### config.mk
export PLATFORM = sky130hd
export DESIGN_NAME = csm_acc
export DESIGN_NICKNAME = d
export VERILOG_FILES = /design/src/hdl/csm_acc.sv
export SDC_FILE = /design/constraint.sdc
export NUM_CORES = 2
export LEC_CHECK = 0
export BUFFER_PORTS_ARGS = -buffer_cell sky130_fd_sc_hd__buf_2
export CAP_MARGIN = 5
export CORE_AREA = 2 2 525 527
export DETAILED_ROUTE_END_ITERATION = 12
export DIE_AREA = 0 0 527 529
export PLACE_DENSITY = 0.45
export SLEW_MARGIN = 20
export SYNTH_ARGS = -nofsm -noshare
export SYNTH_HDL_FRONTEND = slang
export SYNTH_SLANG_ARGS = --single-unit
### constraint.sdc
create_clock -name clk -period 5.58 [get_ports clk]
set_clock_uncertainty 0.1 [all_clocks]
set_input_delay 1.116 -clock clk [delete_from_list [all_inputs] [get_ports clk]]
set_output_delay 1.116 -clock clk [all_outputs]
set_load 0.02 [all_outputs]
### src/hdl/csm_acc.sv
// ----------------------------------------------------------------------------
// csm_acc
// Row accumulator memory. Entries without a valid bit read as +0.0;
// clearing drops all valid bits at once.
// ----------------------------------------------------------------------------
module csm_acc #(
    parameter int DEPTH = 64,
    parameter int IW    = 6
) (
    input  logic          clk,
    input  logic          rst_n,
    input  logic          wr_en,
    input  logic [IW-1:0] wr_idx,
    input  logic [31:0]   wr_data,
    input  logic          rd_en,
    input  logic [IW-1:0] rd_idx,
    input  logic          clr,
    output logic [31:0]   rd_data
);

    logic [31:0]      mem_reg [DEPTH];
    logic [DEPTH-1:0] vld_reg;
    logic [31:0]      rd_word_reg;
    logic             rd_vld_reg;

    always_ff @(posedge clk)
    begin
        if (wr_en)
        begin
            mem_reg[wr_idx] <= wr_data;
        end
        if (rd_en)
        begin
            rd_word_reg <= mem_reg[rd_idx];
        end
    end

    always_ff @(posedge clk or negedge rst_n)
    begin
        if (!rst_n)
        begin
            vld_reg    <= '0;
            rd_vld_reg <= 1'b0;
        end
        else
        begin
            if (clr)
            begin
                vld_reg <= '0;
            end
            else if (wr_en)
            begin
                vld_reg[wr_idx] <= 1'b1;
            end
            if (rd_en)
            begin
                rd_vld_reg <= vld_reg[rd_idx];
            end
        end
    end

    assign rd_data = rd_vld_reg ? rd_word_reg : 32'h0;

endmodule

---- After elaboration in Yosys (flattened, before gate mapping) ----
Memories as Yosys holds them, arrays and structs flattened. A register that Yosys moved wholly into a read port is not among the register bits.
Cells that the tools add are included.
word-level totals
  input port bits ......................... 49
  memories kept ........................... 1
  memory bits (writable) .................. 2048
  logic and storage cells ................. 18
  flip-flop bits (word level) ............. 65
  output and inout bits ................... 32
operators by class
  order comparisons ....................... 3
  reductions and logical operators ........ 2
  bitwise gates (word level) .............. 1
  multiplexer cells ....................... 9
memory list
  memory   depth  bits a word  read ports  clocked after Yosys merged registers in  wr ports  line  source
  mem_reg  64     32           1           1                                        1         21    logic [31:0] mem_reg [DEPTH];
operator list
  cell                                                                number
  2-to-1 mux 64 bit                                                   2
  bitwise OR 64 bit                                                   1
  2-to-1 mux 32 bit                                                   1
  < comparator 6 x 7 -> 1 bit (second input constant)                 2
  binary-select mux 1 bit (select 6 bit)                              1
  demux 1 bit (select 6 bit)                                          1
  greater-or-equal comparator 6 x 1 -> 1 bit (second input constant)  1
  2-to-1 mux 1 bit                                                    4
  nonzero test 2 bit                                                  1
  logical AND 1 bit                                                   1

---- Logic depth before layout (Yosys ltp) ----
  word-level depth ........................ 7
  gate-level depth with buffers ........... 9
  gate-level depth less buffers ........... 5

---- Least setup slack after synthesis ----
No wires, ideal clock.
  path type ............................... input-to-reg
  start ................................... input wr_idx[5]
  end ..................................... memory mem_reg[48][0], enable pin
  required time ........................... 4.975 ns
  buffers on the path ..................... 1
  setup time .............................. 0.505 ns
  arrival ................................. 4.872 ns
  cell stages on the path ................. 4
  setup slack ............................. 0.104 ns
  cell sequence ........................... clkbuf_1 nand3_1 or2_2 nor4_1
RTL lines
  element             line  source
  start: declaration  13    input logic [IW-1:0] wr_idx,
  end: declaration    21
No word-level cell before the write port.

---- Worst setup path in the final report ----
  start ................................... register rd_vld_reg
  end ..................................... output rd_data[22]
on the way
  cells in the longest elaborated chain, start to end .. 1
RTL lines
  element                   line  source
  start: declaration        24    logic rd_vld_reg;
  start signal: assignment  57    rd_vld_reg <= vld_reg[rd_idx];
  2-to-1 mux 32 bit         62    assign rd_data = rd_vld_reg ? rd_word_reg : 32'h0;
  end: declaration          18    output logic [31:0] rd_data
Every way passes these cells.

==> impl_metrics.json <==
{
  "p_int_w": 0.0265,
  "io_pins": 81,
  "switching_share_pct": 21.9,
  "grt_use_met1_pct": 25.6,
  "crit_family": "flip-flops",
  "end_kind": "primary output",
  "r2r-start": "mem_reg[53][14]$_DFFE_PP_",
  "grt.total_usage_pct": 17.9,
  "slew_headroom_pct": 29.1,
  "crit_fanout": 24,
  "status": "finished, final reports clean",
  "gp_congestion": 0.754,
  "synthDistinctLibCells": 33,
  "comb_power_share_pct": 4.8,
  "post_dp_cell_area_um2": 88300,
  "area_growth_pct": 16.8,
  "finalSetupTns_ps": 0,
  "antenna_found_initial": 33,
  "p_clk_share_pct": 42.5,
  "mostFrequentLayoutCell": "edfxtp_1",
  "coreArea_um2": 273000,
  "via_per_inst": 5.16,
  "switchingPower_w": 0.00743,
  "cts_resized": 0,
  "path_depth": 2,
  "avgSynthCellArea_um2": 24.0,
  "grt_pass1_vias": 39900,
  "largest_reg_flops": 2048,
  "crit_arrival_ps": 2650,
  "drc": 0,
  "numPortBuffers": 80,
  "seq_area_um2": 64100,
  "rsz0062_at_grt": "false",
  "grt-ovfl-total": 0,
  "dp_hpwl_um": 143000,
  "layout_common_cells": "2080 x edfxtp_1, 641 x mux4_2, 227 x clkbuf_16, 145 x buf_4, 133 x nor2_1",
  "tritoncts": "built",
  "start_util_pct": 29.9,
  "grt_pass1_wl_um": 343000,
  "drtPass1Iterations": 5,
  "timing.final.crit_period_ps": 3870,
  "wl_per_cell_um": 33.5,
  "synth_seq_cells": 2145,
  "busiest_layer": "met2",
  "crit_path_end": "rd_data[22]",
  "cts_sinks": 2145,
  "reg2reg_depth": 4,
  "fin_util_pct": 35.0,
  "rows": 192,
  "cts_made_buffers": 225,
  "period_share_pct": 69.4,
  "dieArea_um2": 279000,
  "setup_violations": 0,
  "fill_cells": 25200,
  "finalWirelength_um": 251000,
  "grtUsageMet3_pct": 2.63,
  "syn_area_um2": 81700,
  "slowest_stage": "dfrtp_2",
  "hold_viol_final": 0,
  "finalNetCount": 3762,
  "post-cts-setup-buffers": 0,
  "setup_ws_ps": 1710,
  "synthCells": 3411,
  "grt_max_degree": 65,
  "peakVddDrop_mv": 0.275,
  "max_clock_freq_mhz": 258,
  "multi_input_area_um2": 17300,
  "worst_r2r_endpoint": "rd_word_reg[14]$_DFFE_PP_",
  "synth_nets": 3460,
  "dieHeight_um": 529,
  "htree_levels": 4,
  "regToRegSetupSlack_ps": 3050,
  "drive_above_1_share_pct": 32.6,
  "p_per_area_nw_per_um2": 356,
  "cts_buffer_depth": 3,
  "max_cap_viol_count": 0,
  "clk_latency_ps": 870,
  "use_met2_pct": 29.0,
  "drtIter0Drc": 4278,
  "ys_seq_area_share_pct": 78.4,
  "crit_path_start_kind": "register",
  "vias": 38700,
  "dp_slack_ps": 1150,
  "p_leak_nw": 29.6,
  "finalInstanceArea_um2": 95500,
  "antenna_left": 0,
  "worst-slew-pin-transition_ps": 1060,
  "postCtsHoldBufs": 0,
  "yosysWarnings": 0,
  "power_frac_seq_pct": 52.6,
  "critPathBufInv": 1,
  "hp-class": "in -> async",
  "path_class": "reg -> out",
  "slew_violations": 0,
  "cp.required_ps": 4360,
  "crit_chain": "and2_1 -> buf_2",
  "cpPeakStageDelay_ps": 1020,
  "fp.dieW_um": 527,
  "cts-root-buf": "clkbuf_16",
  "setup.worst_path.start": "rd_vld_reg$_DFFE_PN0P_",
  "path_clk_slew_ps": 60
}
-- power by group through the flow --
stage	registers [W]	clock network, W	logic (W)
6_report	0.0179	0.0145	0.00165
5_1_grt	0.0179	0.0154	0.00176
4_1_cts	0.0179	0.0148	0.00169
3_5_place_dp	0.0182	0	0.00169
3_3_place_gp	0.0182	0	0.00167
2_1_floorplan	0.0182	0	0.000926
-- stage by stage --
step	hold slack, ps	total power [W]	std cells
after floorplan	361	0.0191	3411
after global placement	374	0.0199	7071
after detailed placement	383	0.0199	7075
after CTS	288	0.0344	7491
after global routing	340	0.0350	7492
final	333	0.0340	7497
-- routing by layer --
layer,share of wire (%),routed length (um)
met4,2.1,5390
met2,48,121000
met5,0.0052,13
met1,44,111000
met3,5.4,13500
-- cell usage after synthesis (all sizes together) --
library cell,n,area (um2)
clkbuf,82,308
or3,1,6.26
a311oi,2,17.5
a31oi,6,37.5
and2,37,231
nand2b,5,31.3
nand3b,2,15.0
o21ba,1,10.0
nor3,7,35.0
nor4,1,6.26
a21oi,13,65.1
nand2,47,176
nand3,11,55.1
mux2i,24,240
or2,1,6.26
a211o,3,26.3
or3b,1,8.76
mux2,5,56.3
o22ai,5,31.3
a41o,1,10.0
nor2,193,724
a22oi,50,375
dfrtp,65,1630
nand4,1,6.26
inv,2,7.51
edfxtp,2080,62500
a211oi,13,97.6
nor2b,11,68.8
mux4,641,14400
buf,100,556
-- area by class of cell --
cell class / count / share of cell area (%)
antenna: 6 / 0.0157
clock buffer: 283 / 6.18
clock inverter: 133 / 1.22
inverter: 2 / 0.00786
multi-input combinational: 1082 / 18.1
sequential: 2145 / 67.1
tap: 3589 / 4.70
timing repair buffer: 257 / 2.67
-- cells by family (layout without fill, tap and decap cells) --
family / count (synthesis) / in the layout / share of synthesized area [%]
simple gates: 318 / 318 / 1.68
other cells: 0 / 6 / 0
flops: 2145 / 2145 / 78.4
buf+inv: 184 / 675 / 1.07
mux: 670 / 670 / 18.0
compound gates: 94 / 94 / 0.821
-- how the worst min path moves through the flow --
stage	startpoint	end	slack, ps	cells after the start
final	rst_n	vld_reg[61]$_DFFE_PN0P_	330	1
after CTS	rst_n	vld_reg[61]$_DFFE_PN0P_	290	1
after global routing	rst_n	vld_reg[61]$_DFFE_PN0P_	340	1
after detailed placement	vld_reg[62]$_DFFE_PN0P_	vld_reg[62]$_DFFE_PN0P_	380	2
after floorplan	vld_reg[12]$_DFFE_PN0P_	vld_reg[12]$_DFFE_PN0P_	360	2
after global placement	vld_reg[46]$_DFFE_PN0P_	vld_reg[46]$_DFFE_PN0P_	370	2
Note: power is estimated with default switching activity, not from simulation.
