--- src/hdl/csm_pkg.sv ---
// ----------------------------------------------------------------------------
// csm_pkg
// Shared types and codes for the CSR sparse times dense matrix block.
// ----------------------------------------------------------------------------
package csm_pkg;

    localparam logic [31:0] FP_QNAN = 32'h7FC0_0000;

    localparam logic [1:0] MODE_LOAD = 2'd0;
    localparam logic [1:0] MODE_NZ   = 2'd1;
    localparam logic [1:0] MODE_EOR  = 2'd2;

    localparam logic [1:0] CFG_COLS  = 2'd0;
    localparam logic [1:0] CFG_ROWS  = 2'd1;

    // result forced by a special operand, bypasses rounding
    typedef struct packed {
        logic        hit;
        logic [31:0] bits;
    } fp_spec_t;

endpackage

--- src/hdl/csm_round.sv ---
// ----------------------------------------------------------------------------
// csm_round
// Two-stage normalize and round-to-nearest-even pack to float32.
// Value in = man * 2^(exp - 127 - (MW-1)). Special results pass through.
// ----------------------------------------------------------------------------
module csm_round import csm_pkg::*; #(
    parameter int MW = 48,
    parameter int TW = 8
) (
    input  logic               clk,
    input  logic               rst_n,
    input  logic               in_vld,
    input  logic               in_sign,
    input  logic signed [10:0] in_exp,
    input  logic [MW-1:0]      in_man,
    input  fp_spec_t           in_spec,
    input  logic [TW-1:0]      in_tag,
    output logic               out_vld,
    output logic [31:0]        out_bits,
    output logic [TW-1:0]      out_tag
);

    localparam int LZW = $clog2(MW) + 1;

    logic [LZW-1:0]     lz;
    logic               found;
    logic [MW-1:0]      norm;

    logic               s1_vld_reg;
    logic               s1_sign_reg;
    logic signed [10:0] s1_eb_reg;
    logic [MW-1:0]      s1_man_reg;
    logic               s1_zero_reg;
    fp_spec_t           s1_spec_reg;
    logic [TW-1:0]      s1_tag_reg;

    logic [LZW:0]       sh;
    logic [MW-1:0]      ms;
    logic               lost;
    logic [23:0]        m24;
    logic               rbit;
    logic               sbit;
    logic               inc;
    logic [7:0]         ef;
    logic [30:0]        packed_w;
    logic [31:0]        res;

    logic               out_vld_reg;
    logic [31:0]        out_bits_reg;
    logic [TW-1:0]      out_tag_reg;

    always_comb
    begin
        lz    = '0;
        found = 1'b0;
        for (int i = MW - 1; i >= 0; i--)
        begin
            if (!found && in_man[i])
            begin
                lz    = LZW'(MW - 1 - i);
                found = 1'b1;
            end
        end
        norm = in_man << lz;
    end

    always_ff @(posedge clk or negedge rst_n)
    begin
        if (!rst_n)
        begin
            s1_vld_reg  <= 1'b0;
            out_vld_reg <= 1'b0;
        end
        else
        begin
            s1_vld_reg  <= in_vld;
            out_vld_reg <= s1_vld_reg;
        end
    end

    always_ff @(posedge clk)
    begin
        s1_sign_reg <= in_sign;
        s1_eb_reg   <= in_exp - $signed(11'(lz));
        s1_man_reg  <= norm;
        s1_zero_reg <= (in_man == '0);
        s1_spec_reg <= in_spec;
        s1_tag_reg  <= in_tag;
    end

    always_comb
    begin
        if (s1_eb_reg > 11'sd0)
        begin
            sh = '0;
        end
        else if (int'(s1_eb_reg) <= -MW)
        begin
            sh = (LZW+1)'(MW);
        end
        else
        begin
            sh = (LZW+1)'(11'sd1 - s1_eb_reg);
        end
        ms       = s1_man_reg >> sh;
        lost     = |(s1_man_reg & ~({MW{1'b1}} << sh));
        m24      = ms[MW-1 -: 24];
        rbit     = ms[MW-25];
        sbit     = lost | (|ms[MW-26:0]);
        inc      = rbit & (sbit | m24[0]);
        ef       = (s1_eb_reg > 11'sd0) ? s1_eb_reg[7:0] : 8'h00;
        packed_w = {ef, m24[22:0]} + 31'(inc);
        if (s1_spec_reg.hit)
        begin
            res = s1_spec_reg.bits;
        end
        else if (s1_zero_reg)
        begin
            res = {s1_sign_reg, 31'h0};
        end
        else if (s1_eb_reg >= 11'sd255)
        begin
            res = {s1_sign_reg, 8'hFF, 23'h0};
        end
        else
        begin
            res = {s1_sign_reg, packed_w};
        end
    end

    always_ff @(posedge clk)
    begin
        out_bits_reg <= res;
        out_tag_reg  <= s1_tag_reg;
    end

    assign out_vld  = out_vld_reg;
    assign out_bits = out_bits_reg;
    assign out_tag  = out_tag_reg;

endmodule

--- src/hdl/csm_fpu.sv ---
// ----------------------------------------------------------------------------
// csm_fpu
// Pipelined multiply then add, each rounded to nearest even:
// out = acc + (a * w). One column enters per cycle.
// ----------------------------------------------------------------------------
module csm_fpu import csm_pkg::*; #(
    parameter int IW = 6
) (
    input  logic          clk,
    input  logic          rst_n,
    input  logic          in_vld,
    input  logic [31:0]   in_a,
    input  logic [31:0]   in_w,
    input  logic [31:0]   in_acc,
    input  logic [IW-1:0] in_idx,
    output logic          out_vld,
    output logic [IW-1:0] out_idx,
    output logic [31:0]   out_sum
);

    localparam int TW1 = 32 + IW;

    logic               nan_a, nan_w, inf_a, inf_w, zero_a, zero_w, msign;
    logic [23:0]        man_a, man_w;
    logic [7:0]         x_a, x_w;
    fp_spec_t           mspec;

    logic               m1_vld_reg;
    logic               m1_sign_reg;
    logic signed [10:0] m1_exp_reg;
    logic [47:0]        m1_man_reg;
    fp_spec_t           m1_spec_reg;
    logic [TW1-1:0]     m1_tag_reg;

    logic               p_vld;
    logic [31:0]        p_bits;
    logic [TW1-1:0]     p_tag;

    logic [31:0]        op_a, op_b;
    logic               an_nan, bn_nan, an_inf, bn_inf, a_big;
    logic [23:0]        an_man, bn_man;
    logic [7:0]         an_x, bn_x;
    fp_spec_t           aspec;

    logic               a1_vld_reg;
    logic               a1_sl_reg, a1_ss_reg;
    logic [23:0]        a1_ml_reg, a1_ms_reg;
    logic [7:0]         a1_xl_reg, a1_d_reg;
    fp_spec_t           a1_spec_reg;
    logic [IW-1:0]      a1_idx_reg;

    logic [26:0]        full_s, algn, mlx;
    logic               stky;
    logic [27:0]        sum28;

    logic               a2_vld_reg;
    logic               a2_sign_reg;
    logic signed [10:0] a2_exp_reg;
    logic [27:0]        a2_man_reg;
    fp_spec_t           a2_spec_reg;
    logic [IW-1:0]      a2_idx_reg;

    function automatic logic is_nan(input logic [31:0] f);
        return (f[30:23] == 8'hFF) && (f[22:0] != 23'h0);
    endfunction

    function automatic logic is_inf(input logic [31:0] f);
        return (f[30:23] == 8'hFF) && (f[22:0] == 23'h0);
    endfunction

    function automatic logic [7:0] exp_of(input logic [31:0] f);
        return (f[30:23] == 8'h00) ? 8'h01 : f[30:23];
    endfunction

    // multiply front end
    always_comb
    begin
        nan_a  = is_nan(in_a);
        nan_w  = is_nan(in_w);
        inf_a  = is_inf(in_a);
        inf_w  = is_inf(in_w);
        zero_a = (in_a[30:0] == 31'h0);
        zero_w = (in_w[30:0] == 31'h0);
        man_a  = {in_a[30:23] != 8'h00, in_a[22:0]};
        man_w  = {in_w[30:23] != 8'h00, in_w[22:0]};
        x_a    = exp_of(in_a);
        x_w    = exp_of(in_w);
        msign  = in_a[31] ^ in_w[31];
        if (nan_a || nan_w || (inf_a && zero_w) || (zero_a && inf_w))
        begin
            mspec = '{hit: 1'b1, bits: FP_QNAN};
        end
        else if (inf_a || inf_w)
        begin
            mspec = '{hit: 1'b1, bits: {msign, 8'hFF, 23'h0}};
        end
        else if (zero_a || zero_w)
        begin
            mspec = '{hit: 1'b1, bits: {msign, 31'h0}};
        end
        else
        begin
            mspec = '{hit: 1'b0, bits: 32'h0};
        end
    end

    always_ff @(posedge clk or negedge rst_n)
    begin
        if (!rst_n)
        begin
            m1_vld_reg <= 1'b0;
            a1_vld_reg <= 1'b0;
            a2_vld_reg <= 1'b0;
        end
        else
        begin
            m1_vld_reg <= in_vld;
            a1_vld_reg <= p_vld;
            a2_vld_reg <= a1_vld_reg;
        end
    end

    always_ff @(posedge clk)
    begin
        m1_sign_reg <= msign;
        m1_exp_reg  <= $signed({3'b000, x_a}) + $signed({3'b000, x_w}) - 11'sd126;
        m1_man_reg  <= man_a * man_w;
        m1_spec_reg <= mspec;
        m1_tag_reg  <= {in_acc, in_idx};
    end

    csm_round #(
        .MW (48),
        .TW (TW1)
    ) u_rnd_mul (
        .clk      (clk),
        .rst_n    (rst_n),
        .in_vld   (m1_vld_reg),
        .in_sign  (m1_sign_reg),
        .in_exp   (m1_exp_reg),
        .in_man   (m1_man_reg),
        .in_spec  (m1_spec_reg),
        .in_tag   (m1_tag_reg),
        .out_vld  (p_vld),
        .out_bits (p_bits),
        .out_tag  (p_tag)
    );

    // add: order by magnitude
    always_comb
    begin
        op_a   = p_tag[TW1-1:IW];
        op_b   = p_bits;
        an_nan = is_nan(op_a);
        bn_nan = is_nan(op_b);
        an_inf = is_inf(op_a);
        bn_inf = is_inf(op_b);
        an_man = {op_a[30:23] != 8'h00, op_a[22:0]};
        bn_man = {op_b[30:23] != 8'h00, op_b[22:0]};
        an_x   = exp_of(op_a);
        bn_x   = exp_of(op_b);
        a_big  = (op_a[30:0] >= op_b[30:0]);
        if (an_nan || bn_nan || (an_inf && bn_inf && (op_a[31] != op_b[31])))
        begin
            aspec = '{hit: 1'b1, bits: FP_QNAN};
        end
        else if (an_inf)
        begin
            aspec = '{hit: 1'b1, bits: op_a};
        end
        else if (bn_inf)
        begin
            aspec = '{hit: 1'b1, bits: op_b};
        end
        else
        begin
            aspec = '{hit: 1'b0, bits: 32'h0};
        end
    end

    always_ff @(posedge clk)
    begin
        a1_sl_reg   <= a_big ? op_a[31] : op_b[31];
        a1_ss_reg   <= a_big ? op_b[31] : op_a[31];
        a1_ml_reg   <= a_big ? an_man : bn_man;
        a1_ms_reg   <= a_big ? bn_man : an_man;
        a1_xl_reg   <= a_big ? an_x : bn_x;
        a1_d_reg    <= a_big ? (an_x - bn_x) : (bn_x - an_x);
        a1_spec_reg <= aspec;
        a1_idx_reg  <= p_tag[IW-1:0];
    end

    // add: align and sum, three guard bits
    always_comb
    begin
        full_s = {a1_ms_reg, 3'b000};
        mlx    = {a1_ml_reg, 3'b000};
        if (a1_d_reg >= 8'd27)
        begin
            algn = '0;
            stky = |a1_ms_reg;
        end
        else
        begin
            algn = full_s >> a1_d_reg[4:0];
            stky = |(full_s & ~({27{1'b1}} << a1_d_reg[4:0]));
        end
        if (a1_sl_reg ^ a1_ss_reg)
        begin
            sum28 = {1'b0, mlx} - {1'b0, algn | 27'(stky)};
        end
        else
        begin
            sum28 = {1'b0, mlx} + {1'b0, algn | 27'(stky)};
        end
    end

    always_ff @(posedge clk)
    begin
        a2_sign_reg <= (sum28 == '0) ? (a1_sl_reg & a1_ss_reg) : a1_sl_reg;
        a2_exp_reg  <= $signed({3'b000, a1_xl_reg}) + 11'sd1;
        a2_man_reg  <= sum28;
        a2_spec_reg <= a1_spec_reg;
        a2_idx_reg  <= a1_idx_reg;
    end

    csm_round #(
        .MW (28),
        .TW (IW)
    ) u_rnd_add (
        .clk      (clk),
        .rst_n    (rst_n),
        .in_vld   (a2_vld_reg),
        .in_sign  (a2_sign_reg),
        .in_exp   (a2_exp_reg),
        .in_man   (a2_man_reg),
        .in_spec  (a2_spec_reg),
        .in_tag   (a2_idx_reg),
        .out_vld  (out_vld),
        .out_bits (out_sum),
        .out_tag  (out_idx)
    );

endmodule

--- config.mk ---
export PLATFORM = sky130hd
export DESIGN_NAME = csm_fpu
export DESIGN_NICKNAME = d
export VERILOG_FILES = /design/src/hdl/csm_pkg.sv /design/src/hdl/csm_round.sv /design/src/hdl/csm_fpu.sv
export SDC_FILE = /design/constraint.sdc
export NUM_CORES = 2
export LEC_CHECK = 0
export ABC_AREA = 1
export BUFFER_PORTS_ARGS = -buffer_cell sky130_fd_sc_hd__buf_4
export CORE_UTILIZATION = 47
export DETAILED_ROUTE_END_ITERATION = 10
export GPL_TIMING_DRIVEN = 0
export PLACE_DENSITY = 0.61
export SLEW_MARGIN = 40
export SYNTH_ARGS = -nofsm -noshare
export SYNTH_HDL_FRONTEND = slang
export SYNTH_SLANG_ARGS = --single-unit
--- constraint.sdc ---
create_clock -name clk -period 4.5 [get_ports clk]
set_clock_uncertainty 0.05 [all_clocks]
set_input_delay 0.9 -clock clk [delete_from_list [all_inputs] [get_ports clk]]
set_output_delay 0.9 -clock clk [all_outputs]
set_load 0.01 [all_outputs]
* Yosys cells after proc, flatten, opt, wreduce, memory -nomap -nowiden
Index checks and enable logic that the tools add are counted.
** Word-level totals
- Memories :: 0
- ROM bits :: 0
- Bits in writable memories :: 0
- Input port bits :: 105
- Bits in registers :: 638
- Latch bits :: 0
** Cells by class
- $lt $le $gt $ge :: 8
- Shifts and indexed selects :: 8
- Bitwise operators :: 16
- $mul :: 1
- Reduce and logical (&&, ||, !) cells :: 196
- $add $sub $neg :: 13
- Div/mod/pow operators :: 0
- Equal/unequal tests :: 5
- Multiplexer cells :: 178
** Operator list (number)
- $mux W7 :: 48
- $mux W6 :: 26
- $mux W32 :: 4
- $mux W31 :: 4
- $logic_not A23 Y1 :: 4
- $reduce_bool A23 Y1 :: 4
- $logic_and A1 B1 Y1 :: 86
- $mux W1 :: 80
- $mux W8 :: 10
- $logic_not A1 Y1 :: 74
- $mux W33 :: 2
- $add A31 B1 Y31 :: 2
- $logic_not A31 Y1 :: 2
- $logic_not A28 Y1 :: 2
- $and A48 B48 Y48 :: 1
- $logic_not A48 Y1 :: 1
- $mul A24 B24 Y48 :: 1
- $mux W24 :: 2
- $not A48 Y48 :: 1
- $reduce_or A48 Y1 :: 1
- $shl A48 B7 Y48 :: 1
- $shl A48 B8 Y48 const A :: 1
- $shr A48 B8 Y47 :: 1
- $eq A8 B8 Y1 const B :: 4
- 43 further kinds :: 63

* Longest topological paths before layout
- Word-level depth :: 143
- Depth in mapped cells :: 36
- Depth with buffers taken out :: 36

* By module
From an unflattened synthesis, not the netlist that was laid out.
** Second synthesis, totals
- Cell total of the unflattened synthesis :: 7774
- Area total of the unflattened synthesis :: 54659.9 µm²
** By module, submodules not included
- csm_fpu :: cells an instance 4296, times used 1, area an instance 33125.5 µm²
- csm_round at u_rnd_mul :: cells an instance 2140, times used 1, area an instance 13222.7 µm²
- csm_round at u_rnd_add :: cells an instance 1338, times used 1, area an instance 8311.7 µm²

* Worst setup path before layout
Ideal clock, no wire load.
- Kind :: input -> register
- Start point :: input in_w[30]
- End point :: register m1_man_reg[44]
- Stages :: 29
- Arrival time :: 7766 ps
- Path slack :: -3387 ps
- Setup time :: 72 ps
- Path buffers :: 1
- Cell sequence :: or4_1 > nor2_1 > clkinv_1 > clkbuf_1 > nand2_1 > fa_1 > fa_1 > inv_1 > fa_1 > inv_1 > fa_1 > fa_1 > fa_1 > inv_1 > fa_1 > ha_1 > nand2_1 > nor2_1 > nand2_1 > nor4_1 > a21oi_1 > inv_1 > a21oi_1 > o31ai_1 > a21oi_1 > o21ai_0 > nand2_1 > nand2_1 > xor2_1
** Between the ends
- Word-level cells in the longest chain between the ends :: 2
** RTL lines
- from (decl) :: RTL line csm_fpu.sv:13 : input logic [31:0] in_w,
- $reduce_bool A8 Y1 :: RTL line csm_fpu.sv:85 : man_w = {in_w[30:23] != 8'h00, in_w[22:0]};
- $mul A24 B24 Y48 :: RTL line csm_fpu.sv:127 : m1_man_reg <= man_a * man_w;
- to (signal assigned) :: RTL line csm_fpu.sv:127
- to (decl) :: RTL line csm_fpu.sv:31 : logic [47:0] m1_man_reg;
No other way between the ends.
A chain may end at the register's enable or synchronous reset.

* Worst setup path in the final report
- Start point :: input in_w[30]
- End point :: register m1_man_reg[42]
The elaborated chain is that of the path after synthesis.

==> impl_metrics.json <==
{
  "status": "complete, but fails checks",
  "failed_checks": "negative setup slack",
  "core_um2": 111000,
  "hold_depth": 0,
  "cpPeakStageDelay_ns": 0.60,
  "syn_area_per_cell_um2": 6.98,
  "cts_root_buf": "clkbuf_16",
  "post-route-period-util": 1.59,
  "viasPerCell": 5.52,
  "yosysTopAreaCell": "dfxtp_1",
  "clk_pin_slew_worst_paths_ns": 0.07,
  "clkLatencyLatePin_ns": 0.69,
  "hpwl_um": 157000,
  "cp-start-kind": "input port",
  "crit_slowest_cell": "fa_2",
  "synth_xor_area_frac": 0.0164,
  "critPathArrivalTime_ns": 7.60,
  "area_growth_syn_to_layout_pct": 17.5,
  "grt_busiest_layer": "met2",
  "netlist_area_um2": 52900,
  "numPortBuffers": 108,
  "r2r_start": "a1_d_reg[0]$_DFF_P_",
  "vias": 52014,
  "use_met1": 0.433,
  "synth_top_area_frac": 0.217,
  "hold_viol": 0,
  "grt_util_all_layers": 0.339,
  "final_antenna_net_count": 0,
  "reg2reg_depth": 31,
  "layout-drive-gt1-share": 0.130,
  "synth_top_family_by_area": "simple AND/OR/NAND/NOR gates",
  "worstMarginPinSlew_ns": 0.833,
  "startpoint": "in_w[30]",
  "grt_pass1_wl_um": 295000,
  "hp-start": "a1_spec_reg[22]$_SDFF_PP1_",
  "multi_input_area_um2": 36400,
  "cp_max_fo": 5,
  "synth.distinct_cells": 81,
  "dieArea_um2": 114000,
  "die_h_um": 337,
  "numCtsBuffers": 60,
  "hold_class": "flop to flop",
  "synth-simple-area-share": 0.304,
  "ff_latch_area_um2": 11600,
  "gp_congestion": 1.00,
  "use_met2": 0.567,
  "htreeDepth": 2,
  "worstPathRequired_ns": 4.97,
  "yosys_register_bits": 580,
  "holdWs_ns": 0.254,
  "remaining_drc_errors": 0,
  "ys_async_sr_fraction": 0.0121,
  "rsz0062_at_grt": "true",
  "synthAdderAreaFrac": 0.256,
  "ioPinCount": 144,
  "die_w_um": 337,
  "maxSlewViolCount": 0,
  "final_common_cell": "nand2_1",
  "fmax_ghz": 0.140,
  "synth_warnings": 0,
  "synthesis.instances": 7571,
  "clockBufferDepth": 3,
  "slew_headroom": 0.438,
  "fin_ws_ns": -2.64,
  "grt_overflow": 0,
  "wl_per_cell_um": 20.6,
  "grt_max_degree": 20,
  "ys_seq_area_frac": 0.220,
  "synth-edff-count": 0,
  "cp-end-kind": "flop",
  "cap_violations": 0,
  "setup_viol": 39,
  "clock-sinks": 580,
  "synthMuxAreaShare": 0.00192,
  "wl_um": 194000,
  "layout_common_cells": "1,974 x nand2_1, 1,232 x inv_1, 875 x nand3_1",
  "antenna_found_initial": 4,
  "fp-row-count": 122,
  "grtUsageMet3": 0.0471,
  "drt_iter0_drc": 5026,
  "drt-pass1-iter-count": 6,
  "min_period_ns": 7.14,
  "synthFlopType": "dfxtp_1",
  "cts_tree": "built",
  "path_class": "input port to flop",
  "synth_compound_area_frac": 0.0779,
  "fill_cells": 10947,
  "cp_common_cell": "fa_1",
  "synth.area.top_cells": "dfxtp_1 22%, fa_1 18%, nand2_1 14%, inv_1 9.0%, nand3_1 8.4%",
  "grt_pass1_vias": 50666,
  "start_util": 0.476,
  "layout.nets": 8780
}
==> path summary, 6_finish.rpt <==
path                                                     to  slack [ns]
worst max-delay path                 m1_man_reg[42]$_DFF_P_       -2.64
worst max register to register          a2_sign_reg$_DFF_P_        0.17
worst min register to register      a2_spec_reg[22]$_DFF_P_        0.25
max in group asynchronous       u_rnd_mul.out_vld$_DFF_PN0_        3.75
min in group asynchronous       u_rnd_add.out_vld$_DFF_PN0_        0.53
worst min-delay path                a2_spec_reg[22]$_DFF_P_        0.25
==> worst max-delay path: cells and delay by family <==
kind	cells	cell delay [ns]
compound gates	8	1.14
xor+xnor	1	0.14
fa+ha+maj	8	3.83
simple gates	4	0.80
buf+inv	8	0.77
==> layer usage <==
metal  part of all wire  routed length [um]  vias to the layer above
li1                   -                   -                    24341
met1               0.41               79200                    24917
met2               0.46               89900                     2236
met3              0.074               14200                      516
met4              0.054               10400                        4
met5            0.00013                  26                        -
==> per-stage QoR <==
step / std cells / cell area [um^2] / worst slack (ns) / TNS (ns) / util
2_1_floorplan: 7592 / 54000 / -2.69 / -70.34 / -
3_3_place_gp: 9188 / 56700 / -4.47 / -123.81 / 0.510
3_5_place_dp: 9188 / 56700 / -4.23 / -118.38 / 0.510
4_1_cts: 9334 / 60400 / -2.60 / -66.00 / 0.544
5_1_grt: 9423 / 62100 / -2.79 / -75.41 / 0.559
6_report: 9426 / 62100 / -2.64 / -70.26 / 0.559
==> area by class of cell <==
cell class | instances | share of cell area
Timing Repair Buffer | 247 | 0.0329
Tap cell | 1488 | 0.0300
Multi-Input combinational cell | 5344 | 0.587
Clock inverter | 33 | 0.00769
Sequential cell | 580 | 0.188
Clock buffer | 79 | 0.0269
Buffer | 335 | 0.0482
Inverter | 1317 | 0.0799
Antenna cell | 3 | 0.000121
==> Yosys cell counts (34+ instances only) <==
cell,n
nor3_1,74
inv_2,34
nor2_1,457
inv_1,1271
xor2_1,64
dfxtp_1,573
fa_1,488
buf_2,49
o21ai_0,311
nand3_1,882
nand4_1,95
a21oi_1,209
clkbuf_1,252
ha_1,302
nor4_1,36
xnor2_1,35
nand2_1,2018
o211ai_1,35
==> repair_timing <==
item	CTS	global route
hold buffers	1	0
pin swaps	51	123
setup buffers	40	102
hold endpoints to repair	7	0
gates resized for setup	308	306
setup endpoints to repair	47	50
gates cloned	0	3
==> kinds of logic (layout without fill, tap and decap cells) <==
group	count (synthesis)	after routing
and+or+nand+nor	3695	3695
buffers and inverters	1668	2011
xor gates and xnor gates	99	99
AOI/OAI and AO/OA	728	728
adders and majority gates	790	790
muxes	10	10
other	1	25
DFF	580	580
Power is left out: the tool's default activity adds up to more than one toggle a clock period on the data nets, which glitch-free logic cannot reach.
